### config.mk
export PLATFORM = sky130hd
export DESIGN_NAME = i2c_master_bit_engine
export DESIGN_NICKNAME = d
export VERILOG_FILES = /design/src/hdl/i2cm_pkg.sv /design/src/hdl/i2cm_step.sv /design/src/hdl/i2cm_skid.sv /design/src/hdl/i2c_master_bit_engine.sv
export SDC_FILE = /design/constraint.sdc
export NUM_CORES = 1
export LEC_CHECK = 0
export BUFFER_PORTS_ARGS = -buffer_cell sky130_fd_sc_hd__buf_4
export CORE_MARGIN = 5
export CORE_UTILIZATION = 45
export DETAILED_ROUTE_END_ITERATION = 7
export HOLD_SLACK_MARGIN = 0.12
export PLACE_DENSITY_LB_ADDON = 0.05
export SLEW_MARGIN = 20
export SYNTH_ARGS = -nofsm -noshare
export SYNTH_HDL_FRONTEND = slang
export SYNTH_HIERARCHICAL = 1
export SYNTH_SLANG_ARGS = --single-unit
### constraint.sdc
create_clock -name clock -period 4.1 [get_ports clock]
set_clock_uncertainty 0.05 [all_clocks]
set_input_delay 0.82 -clock clock [delete_from_list [all_inputs] [get_ports clock]]
set_output_delay 0.82 -clock clock [all_outputs]
set_load 0.02 [all_outputs]
### src/hdl/i2cm_pkg.sv
package i2cm_pkg;

   // request codes
   localparam logic [2:0] REQ_NONE       = 3'd0;
   localparam logic [2:0] REQ_START      = 3'd1;
   localparam logic [2:0] REQ_STOP       = 3'd2;
   localparam logic [2:0] REQ_WRITE      = 3'd3;
   localparam logic [2:0] REQ_CHECK_ACK  = 3'd4;
   localparam logic [2:0] REQ_READ       = 3'd5;
   localparam logic [2:0] REQ_MASTER_ACK = 3'd6;

   // sequencer phase codes
   localparam logic [4:0] PH_IDLE          = 5'd0;
   localparam logic [4:0] PH_START_IDLE_HI = 5'd1;
   localparam logic [4:0] PH_START_SDA_LO  = 5'd2;
   localparam logic [4:0] PH_START_SCL_LO  = 5'd3;
   localparam logic [4:0] PH_STOP_LOW      = 5'd4;
   localparam logic [4:0] PH_STOP_SCL_HI   = 5'd5;
   localparam logic [4:0] PH_STOP_SDA_HI   = 5'd6;
   localparam logic [4:0] PH_WR_SETUP      = 5'd7;
   localparam logic [4:0] PH_WR_HIGH       = 5'd8;
   localparam logic [4:0] PH_WR_TAIL       = 5'd9;
   localparam logic [4:0] PH_ACK_SETUP     = 5'd10;
   localparam logic [4:0] PH_ACK_HIGH      = 5'd11;
   localparam logic [4:0] PH_ACK_TAIL      = 5'd12;
   localparam logic [4:0] PH_RD_SETUP      = 5'd13;
   localparam logic [4:0] PH_RD_HIGH       = 5'd14;
   localparam logic [4:0] PH_RD_TAIL       = 5'd15;
   localparam logic [4:0] PH_MA_SETUP      = 5'd16;
   localparam logic [4:0] PH_MA_HIGH       = 5'd17;
   localparam logic [4:0] PH_MA_TAIL       = 5'd18;
   localparam logic [4:0] PH_LAST          = PH_MA_TAIL;

   localparam logic [7:0] TPM_RESET = 8'd1;

   typedef struct packed {
      logic [2:0] req_type;
      logic [7:0] write_byte;
      logic       master_nack;
      logic       sda_sample;
   } i2cm_req_type;

   typedef struct packed {
      logic       scl_level;
      logic       sda_level;
      logic       sda_drive;
      logic       busy_res;
      logic       done_res;
      logic [7:0] read_byte;
      logic       slave_nack;
   } i2cm_rsp_type;

   typedef struct packed {
      logic [4:0] phase;
      logic [3:0] bit_count;
      logic [2:0] us_count;
      logic [7:0] presc_count;
      logic [7:0] shift_byte;
      logic       scl;
      logic       sda;
      logic       drv;
      logic [7:0] last_read;
      logic       last_nack;
   } i2cm_state_type;

endpackage

### src/hdl/i2cm_step.sv
module i2cm_step
   import i2cm_pkg::*;
(
   input  i2cm_state_type cur_state,
   input  i2cm_req_type   req,
   input  logic [7:0]     tpm,
   output i2cm_state_type nxt_state,
   output i2cm_rsp_type   rsp
);

   // microseconds spent in each phase
   function automatic logic [2:0] phase_delay(input logic [4:0] p);
      logic [2:0] d;
      d = 3'd2;
      unique case (p)
         PH_IDLE:                             d = 3'd0;
         PH_START_IDLE_HI, PH_STOP_SDA_HI:    d = 3'd5;
         PH_START_SCL_LO, PH_WR_TAIL, PH_ACK_TAIL,
         PH_RD_TAIL, PH_MA_TAIL:              d = 3'd1;
         default:                             d = 3'd2;
      endcase
      return d;
   endfunction

   // line levels on entry to a phase
   function automatic i2cm_state_type enter_phase(input i2cm_state_type s,
                                                  input logic [4:0] p);
      i2cm_state_type r;
      r = s;
      r.phase       = p;
      r.us_count    = 3'd0;
      r.presc_count = 8'd0;
      unique case (p)
         PH_START_IDLE_HI: begin
            r.scl = 1'b1; r.sda = 1'b1; r.drv = 1'b1;
         end
         PH_START_SDA_LO: r.sda = 1'b0;
         PH_STOP_LOW: begin
            r.scl = 1'b0; r.sda = 1'b0; r.drv = 1'b1;
         end
         PH_STOP_SCL_HI: r.scl = 1'b1;
         PH_STOP_SDA_HI: r.sda = 1'b1;
         PH_WR_SETUP: begin
            r.scl = 1'b0; r.drv = 1'b1; r.sda = s.shift_byte[7];
         end
         PH_ACK_SETUP, PH_RD_SETUP: begin
            r.scl = 1'b0; r.drv = 1'b0; r.sda = 1'b1;
         end
         PH_MA_SETUP: begin
            r.scl = 1'b0; r.drv = 1'b1;
         end
         PH_WR_HIGH, PH_ACK_HIGH, PH_RD_HIGH, PH_MA_HIGH: r.scl = 1'b1;
         default: r.scl = 1'b0;
      endcase
      return r;
   endfunction

   logic [7:0] tick_div;
   logic       us_end;
   logic       done;

   assign tick_div = (tpm == 8'd0) ? 8'd1 : tpm;
   assign us_end   = ({1'b0, cur_state.presc_count} + 9'd1) >= {1'b0, tick_div};

   always_comb begin
      nxt_state = cur_state;
      done      = 1'b0;
      if (cur_state.phase == PH_IDLE || cur_state.phase > PH_LAST) begin
         nxt_state.phase     = PH_IDLE;
         nxt_state.bit_count = 4'd0;
         unique case (req.req_type)
            REQ_START: nxt_state = enter_phase(nxt_state, PH_START_IDLE_HI);
            REQ_STOP:  nxt_state = enter_phase(nxt_state, PH_STOP_LOW);
            REQ_WRITE: begin
               nxt_state.shift_byte = req.write_byte;
               nxt_state = enter_phase(nxt_state, PH_WR_SETUP);
            end
            REQ_CHECK_ACK: nxt_state = enter_phase(nxt_state, PH_ACK_SETUP);
            REQ_READ: begin
               nxt_state.shift_byte = 8'd0;
               nxt_state = enter_phase(nxt_state, PH_RD_SETUP);
            end
            REQ_MASTER_ACK: begin
               nxt_state.sda = req.master_nack;
               nxt_state = enter_phase(nxt_state, PH_MA_SETUP);
            end
            default: ;
         endcase
      end else if (us_end) begin
         nxt_state.presc_count = 8'd0;
         nxt_state.us_count    = cur_state.us_count + 3'd1;
         if (nxt_state.us_count >= phase_delay(cur_state.phase)) begin
            unique case (cur_state.phase)
               PH_ACK_HIGH: begin
                  nxt_state.last_nack = req.sda_sample;
                  nxt_state = enter_phase(nxt_state, PH_ACK_TAIL);
               end
               PH_RD_HIGH: begin
                  nxt_state.shift_byte = {cur_state.shift_byte[6:0], req.sda_sample};
                  nxt_state = enter_phase(nxt_state, PH_RD_TAIL);
               end
               PH_WR_TAIL: begin
                  nxt_state.shift_byte = {cur_state.shift_byte[6:0], 1'b0};
                  nxt_state.bit_count  = cur_state.bit_count + 4'd1;
                  if (nxt_state.bit_count >= 4'd8) begin
                     nxt_state.phase = PH_IDLE;
                     done = 1'b1;
                  end else begin
                     nxt_state = enter_phase(nxt_state, PH_WR_SETUP);
                  end
               end
               PH_RD_TAIL: begin
                  nxt_state.bit_count = cur_state.bit_count + 4'd1;
                  if (nxt_state.bit_count >= 4'd8) begin
                     nxt_state.last_read = cur_state.shift_byte;
                     nxt_state.phase     = PH_IDLE;
                     done = 1'b1;
                  end else begin
                     nxt_state = enter_phase(nxt_state, PH_RD_SETUP);
                  end
               end
               PH_START_SCL_LO, PH_STOP_SDA_HI, PH_ACK_TAIL, PH_MA_TAIL: begin
                  nxt_state.phase = PH_IDLE;
                  done = 1'b1;
               end
               default: nxt_state = enter_phase(nxt_state, cur_state.phase + 5'd1);
            endcase
         end
      end else begin
         nxt_state.presc_count = cur_state.presc_count + 8'd1;
      end
   end

   always_comb begin
      rsp.scl_level  = nxt_state.scl;
      rsp.sda_level  = nxt_state.drv ? nxt_state.sda : 1'b1;
      rsp.sda_drive  = nxt_state.drv;
      rsp.busy_res   = (nxt_state.phase != PH_IDLE);
      rsp.done_res   = done;
      rsp.read_byte  = nxt_state.last_read;
      rsp.slave_nack = nxt_state.last_nack;
   end

endmodule

### src/hdl/i2cm_skid.sv
module i2cm_skid
   import i2cm_pkg::*;
(
   input  logic         clock,
   input  logic         reset,
   input  logic         push,
   input  i2cm_rsp_type push_data,
   output logic         full,
   output logic         rsp_valid,
   input  logic         rsp_stall,
   output i2cm_rsp_type rsp_data
);

   logic         main_valid_ff, main_valid_in;
   logic         spare_valid_ff, spare_valid_in;
   i2cm_rsp_type main_data_ff, main_data_in;
   i2cm_rsp_type spare_data_ff, spare_data_in;
   logic         pop;

   assign pop = main_valid_ff && !rsp_stall;

   always_comb begin
      main_valid_in  = main_valid_ff;
      spare_valid_in = spare_valid_ff;
      main_data_in   = main_data_ff;
      spare_data_in  = spare_data_ff;
      if (spare_valid_ff) begin
         if (pop) begin
            main_data_in   = spare_data_ff;
            spare_valid_in = 1'b0;
         end
      end else if (push) begin
         if (!main_valid_ff || pop) begin
            main_data_in  = push_data;
            main_valid_in = 1'b1;
         end else begin
            spare_data_in  = push_data;
            spare_valid_in = 1'b1;
         end
      end else if (pop) begin
         main_valid_in = 1'b0;
      end
   end

   always_ff @(posedge clock) begin
      if (reset) begin
         main_valid_ff  <= 1'b0;
         spare_valid_ff <= 1'b0;
      end else begin
         main_valid_ff  <= main_valid_in;
         spare_valid_ff <= spare_valid_in;
      end
      main_data_ff  <= main_data_in;
      spare_data_ff <= spare_data_in;
   end

   assign full      = spare_valid_ff;
   assign rsp_valid = main_valid_ff;
   assign rsp_data  = main_data_ff;

endmodule

### src/hdl/i2c_master_bit_engine.sv
// i2c master bit engine: one request transaction is one bus timing tick
// the response transaction for a tick is registered in the response buffer before it is offered
// throughput: one transaction per cycle while req_stall is low, set by the registered state update
// req_stall is registered and rises only when the two-entry response buffer is full
// reset: synchronous active high, sequencer idle, scl/sda high and driven, divider 1
module i2c_master_bit_engine
   import i2cm_pkg::*;
(
   input  logic         clock,
   input  logic         reset,
   // request channel
   input  logic         req_valid,
   output logic         req_stall,
   input  i2cm_req_type req_data,
   // response channel
   output logic         rsp_valid,
   input  logic         rsp_stall,
   output i2cm_rsp_type rsp_data,
   // divider register
   input  logic         csr_write_en,
   input  logic [7:0]   csr_write_data
);

   // sequencer state, advanced once per accepted transaction
   i2cm_state_type state_ff, state_in;
   i2cm_state_type step_state;
   i2cm_rsp_type   step_rsp;
   // ticks per microsecond
   logic [7:0]     tpm_ff, tpm_in;
   logic           req_accept;
   logic           buf_full;

   assign req_accept = req_valid && !req_stall;
   assign req_stall  = buf_full;

   // next state and response for the current tick
   i2cm_step u_step (
      .cur_state (state_ff),
      .req       (req_data),
      .tpm       (tpm_ff),
      .nxt_state (step_state),
      .rsp       (step_rsp)
   );

   assign state_in = req_accept ? step_state : state_ff;
   assign tpm_in   = csr_write_en ? csr_write_data : tpm_ff;

   always_ff @(posedge clock) begin
      if (reset) begin
         state_ff.phase       <= PH_IDLE;
         state_ff.bit_count   <= 4'd0;
         state_ff.us_count    <= 3'd0;
         state_ff.presc_count <= 8'd0;
         state_ff.shift_byte  <= 8'd0;
         state_ff.scl         <= 1'b1;
         state_ff.sda         <= 1'b1;
         state_ff.drv         <= 1'b1;
         state_ff.last_read   <= 8'd0;
         state_ff.last_nack   <= 1'b0;
         tpm_ff               <= TPM_RESET;
      end else begin
         state_ff <= state_in;
         tpm_ff   <= tpm_in;
      end
   end

   // response register with skid entry so a stalled consumer does not block a tick until the skid entry is full
   i2cm_skid u_skid (
      .clock     (clock),
      .reset     (reset),
      .push      (req_accept),
      .push_data (step_rsp),
      .full      (buf_full),
      .rsp_valid (rsp_valid),
      .rsp_stall (rsp_stall),
      .rsp_data  (rsp_data)
   );

`ifndef SYNTH
   // a completing command is already idle on its done tick
   a_done_not_busy: assert property (@(posedge clock) disable iff (reset)
      req_accept |-> !(step_rsp.done_res && step_rsp.busy_res))
      else $error("done and busy together");

   // a full skid entry means the output register holds a transaction
   a_stall_has_rsp: assert property (@(posedge clock) disable iff (reset)
      req_stall |-> rsp_valid)
      else $error("stall with empty response register");

   // sequencer only moves on an accepted tick
   a_state_hold: assert property (@(posedge clock) disable iff (reset)
      !req_accept |=> $stable(state_ff))
      else $error("state changed without a transaction");

   a_phase_range: assert property (@(posedge clock) disable iff (reset)
      state_ff.phase <= PH_LAST)
      else $error("phase out of range");
`endif

endmodule
==> impl_metrics.yaml <==
clock_network:
  cts_root_buffer: "clkbuf_16"
  hold_buffers: 0
  cts_buffers: 9
  cts.clk_slew.worst_paths_ps: 60
  tritoncts: "done"
  clock-sinks: 78
  clk_path_buf_depth: 2
  clock_latency_ps: 350
  h-tree-depth: 3
pwr:
  switching_share_pct: 35.65
  p_int_mw: 1.665
  p_sw_mw: 0.9223
  seq_power_share_pct: 35.6
  leakagePower_nw: 2.246
  p_per_area_nw_per_um2: 423.4
  p_clk_share_pct: 30.2
  power_frac_comb_pct: 34.2
  peakVddDrop_mv: 0.1701
  totalPowerFinal_mw: 2.587
synthesis:
  yosys-mux-area-fraction_pct: 5.865
  ys_seq_area_share_pct: 33.33
  synth_cell_type_count: 70
  synth_area_leaders: "dfxtp_1 18%, edfxtp_1 15%, nand4bb_1 7.5%, ha_1 5.2%, nand2b_1 4.4%"
  netlist_instances: 621
  synth_compound_area_share_pct: 20.00
  synth_edf_count: 28
  synth_top_family_by_area: "simple AND/OR/NAND/NOR gates"
  synth_area_leader_cell: "dfxtp_1"
  synth_area_um2: 5525
  synth_fa_ha_area_share_pct: 5.208
  synthArstFlopShare_pct: 0
  yosys.area_share.simple_pct: 25.48
  ys_seq_elements: 78
  synth-xor-area-share_pct: 2.219
  yosys_warnings: 6
  syn-num-nets: 670
  synth_top_cell_area_share_pct: 18.12
  syn_area_per_cell_um2: 8.897
  synth_ff_type: "dfxtp_1"
die:
  start_util_pct: 46.00
  ioPinCount: 42
  placeableCoreArea_um2: 12010
  die_w_um: 120.8
  die-area_um2: 14600
  num_rows: 40
  fp.dieH_um: 120.8
worst_hold_path:
  hp-class: "reg -> reg"
timing:
  slew_headroom_pct: 46.17
  finalSetupTns_ps: 0
  max_freq_mhz: 257.7
  worst_pin_slew_ps: 800.0
  hold_viol: 0
  slew_violations: 0
  period_needed_ps: 3881
  finalCritPeriodShare_pct: 94.65
  whs_ps: 418.0
  rsz0062_at_grt: "false"
  setup_viol: 0
critical_path:
  cp.required_ps: 4130
  worstPathArrival_ps: 3920
  critPathLaunchType: "flop"
  worstSetupEndpointType: "flop"
  worst-path-max-fanout: 12
  path_class: "reg -> reg"
detailed_routing:
  wl_met1_um: 6499
  routedWlPerCell_um: 18.67
  top_layer: "met4"
  drt_iter0_drc: 357
  drt_first_pass_iters: 7
  vias: 4784
  viasPerCell: 6.102
  drc: 0
  antenna_left: 0
  wl_met2_um: 6865
  drt_wl_total_um: 14630
  wl_met3_um: 904
cells_and_area:
  final_cell_mix: "61 x buf_4, 47 x dfxtp_1, 43 x nand2_1"
  area_growth_syn_to_layout_pct: 10.58
  stdcell_count: 784
  antenna_cells: 0
  fin_nets: 681
  utilization_pct: 50.86
  final_common_cell: "buf_4"
  final_layout_size_suffix_gt1_share_pct: 17.90
run_status:
  outcome: "finished clean"
flow_run:
  drv_cap: 0
placement:
  place_congestion: 0.9116
  portBuffers: 41
  placedCellCount: 768
  dp_hpwl_um: 9945
global_routing:
  grt_max_degree: 91
  grt_pass1_wl_um: 23380
  antenna_found_initial: 0
  grt-ovfl-total: 0
  grt_pass1_vias: 4589
  track_usage_pct: 20.11
[power groups by stage]
stage	sequential [mW]	clock, mW	combinational (mW)
after floorplan	0.942	0	0.598
after global placement	0.936	0	0.865
after detailed placement	0.938	0	0.865
after CTS	0.921	0.804	0.871
after global routing	0.929	0.829	0.964
final	0.921	0.780	0.886
[state kept, by name, summed over array words and instances (netlist names)]
signal and cells:
u_skid/rsp_valid 1, tpm_ff 8, u_skid/full 1, u_skid/spare_data_ff 14, u_skid/rsp_data 14, state_ff 40
[synth_stat cells (all sizes together), types with 3 or more instances]
cell type / instances
o21ai: 64
dfxtp: 50
nand2: 43
nand2b: 43
nor2: 38
nand4bb: 37
a21oi: 35
buf: 32
clkbuf: 29
edfxtp: 28
ha: 23
inv: 18
nand3: 18
mux2: 14
mux2i: 14
nor2b: 14
a22o: 9
a22oi: 9
xnor2: 8
a32o: 7
nor3: 7
o22ai: 7
xor2: 6
and3: 5
o211ai: 5
a31oi: 4
nor4: 4
o22a: 4
or3: 4
a211oi: 3
a21boi: 3
a311oi: 3
[per-stage QoR]
| step | cell area [µm²] | setup WS (ps) |
|---|---|---|
| after global routing | 6110 | 9.019 |
| after floorplan | 5525 | 345.8 |
| after global placement | 5808 | 257.4 |
| final | 6110 | 219.3 |
| after CTS | 6093 | 140.3 |
| after detailed placement | 5808 | 168.3 |
[cells by family after synthesis]
group / after synthesis
simple gates: 226
buf+inv: 79
mux: 28
fa+ha+maj: 23
compound gates: 173
flops: 78
xor+xnor: 14
[path summary, 6_finish.rpt]
kind | start | to | slack (ps) | depth (start not counted)
worst min register to register | state_ff[4]$_SDFFE_PP0P_ | state_ff[4]$_SDFFE_PP0P_ | 420 | 2
worst max-delay path | state_ff[21]$_SDFFE_PP0P_ | u_skid/rsp_data[10]$_DFFE_PP_ | 220 | 14
worst min-delay path | state_ff[4]$_SDFFE_PP0P_ | state_ff[4]$_SDFFE_PP0P_ | 420 | 2
worst max register to register | state_ff[21]$_SDFFE_PP0P_ | u_skid/rsp_data[10]$_DFFE_PP_ | 220 | 14
[cell type report]
class / count / area (µm²)
Clock inverter: 4 / 28.78
Fill cell: 1157 / 5902
Inverter: 18 / 67.56
Tap cell: 147 / 183.9
Timing Repair Buffer: 61 / 457.9
Clock buffer: 12 / 256.5
Sequential cell: 78 / 1846
Multi-Input combinational cell: 464 / 3269
[timing repair]
action / CTS / global route
endpoints found under the setup margin: 0 / 13
buffers inserted: 0 / 0
gates resized for setup: 0 / 6
[critical path: stages (launching register included)]
cell       delay [ps]
dfxtp_1           380
ha_2              220
and3_1            220
nand3_1           110
xnor2_1           180
ha_1              360
nand3_1            90
o211ai_1          200
a311oi_1           70
buf_4             200
or3_4             430
mux2i_1           200
o2111ai_1         130
or4_1             470
mux2_2            290
[routing by layer]
| layer | track usage (%) | vias to the layer above |
|---|---|---|
| met5 | 0 | - |
| met4 | 8.711 | 0 |
| met3 | 4.350 | 32 |
| met2 | 32.55 | 150 |
| met1 | 25.84 | 2297 |
| li1 | - | 2305 |
Power figures use the tool's default switching activity.
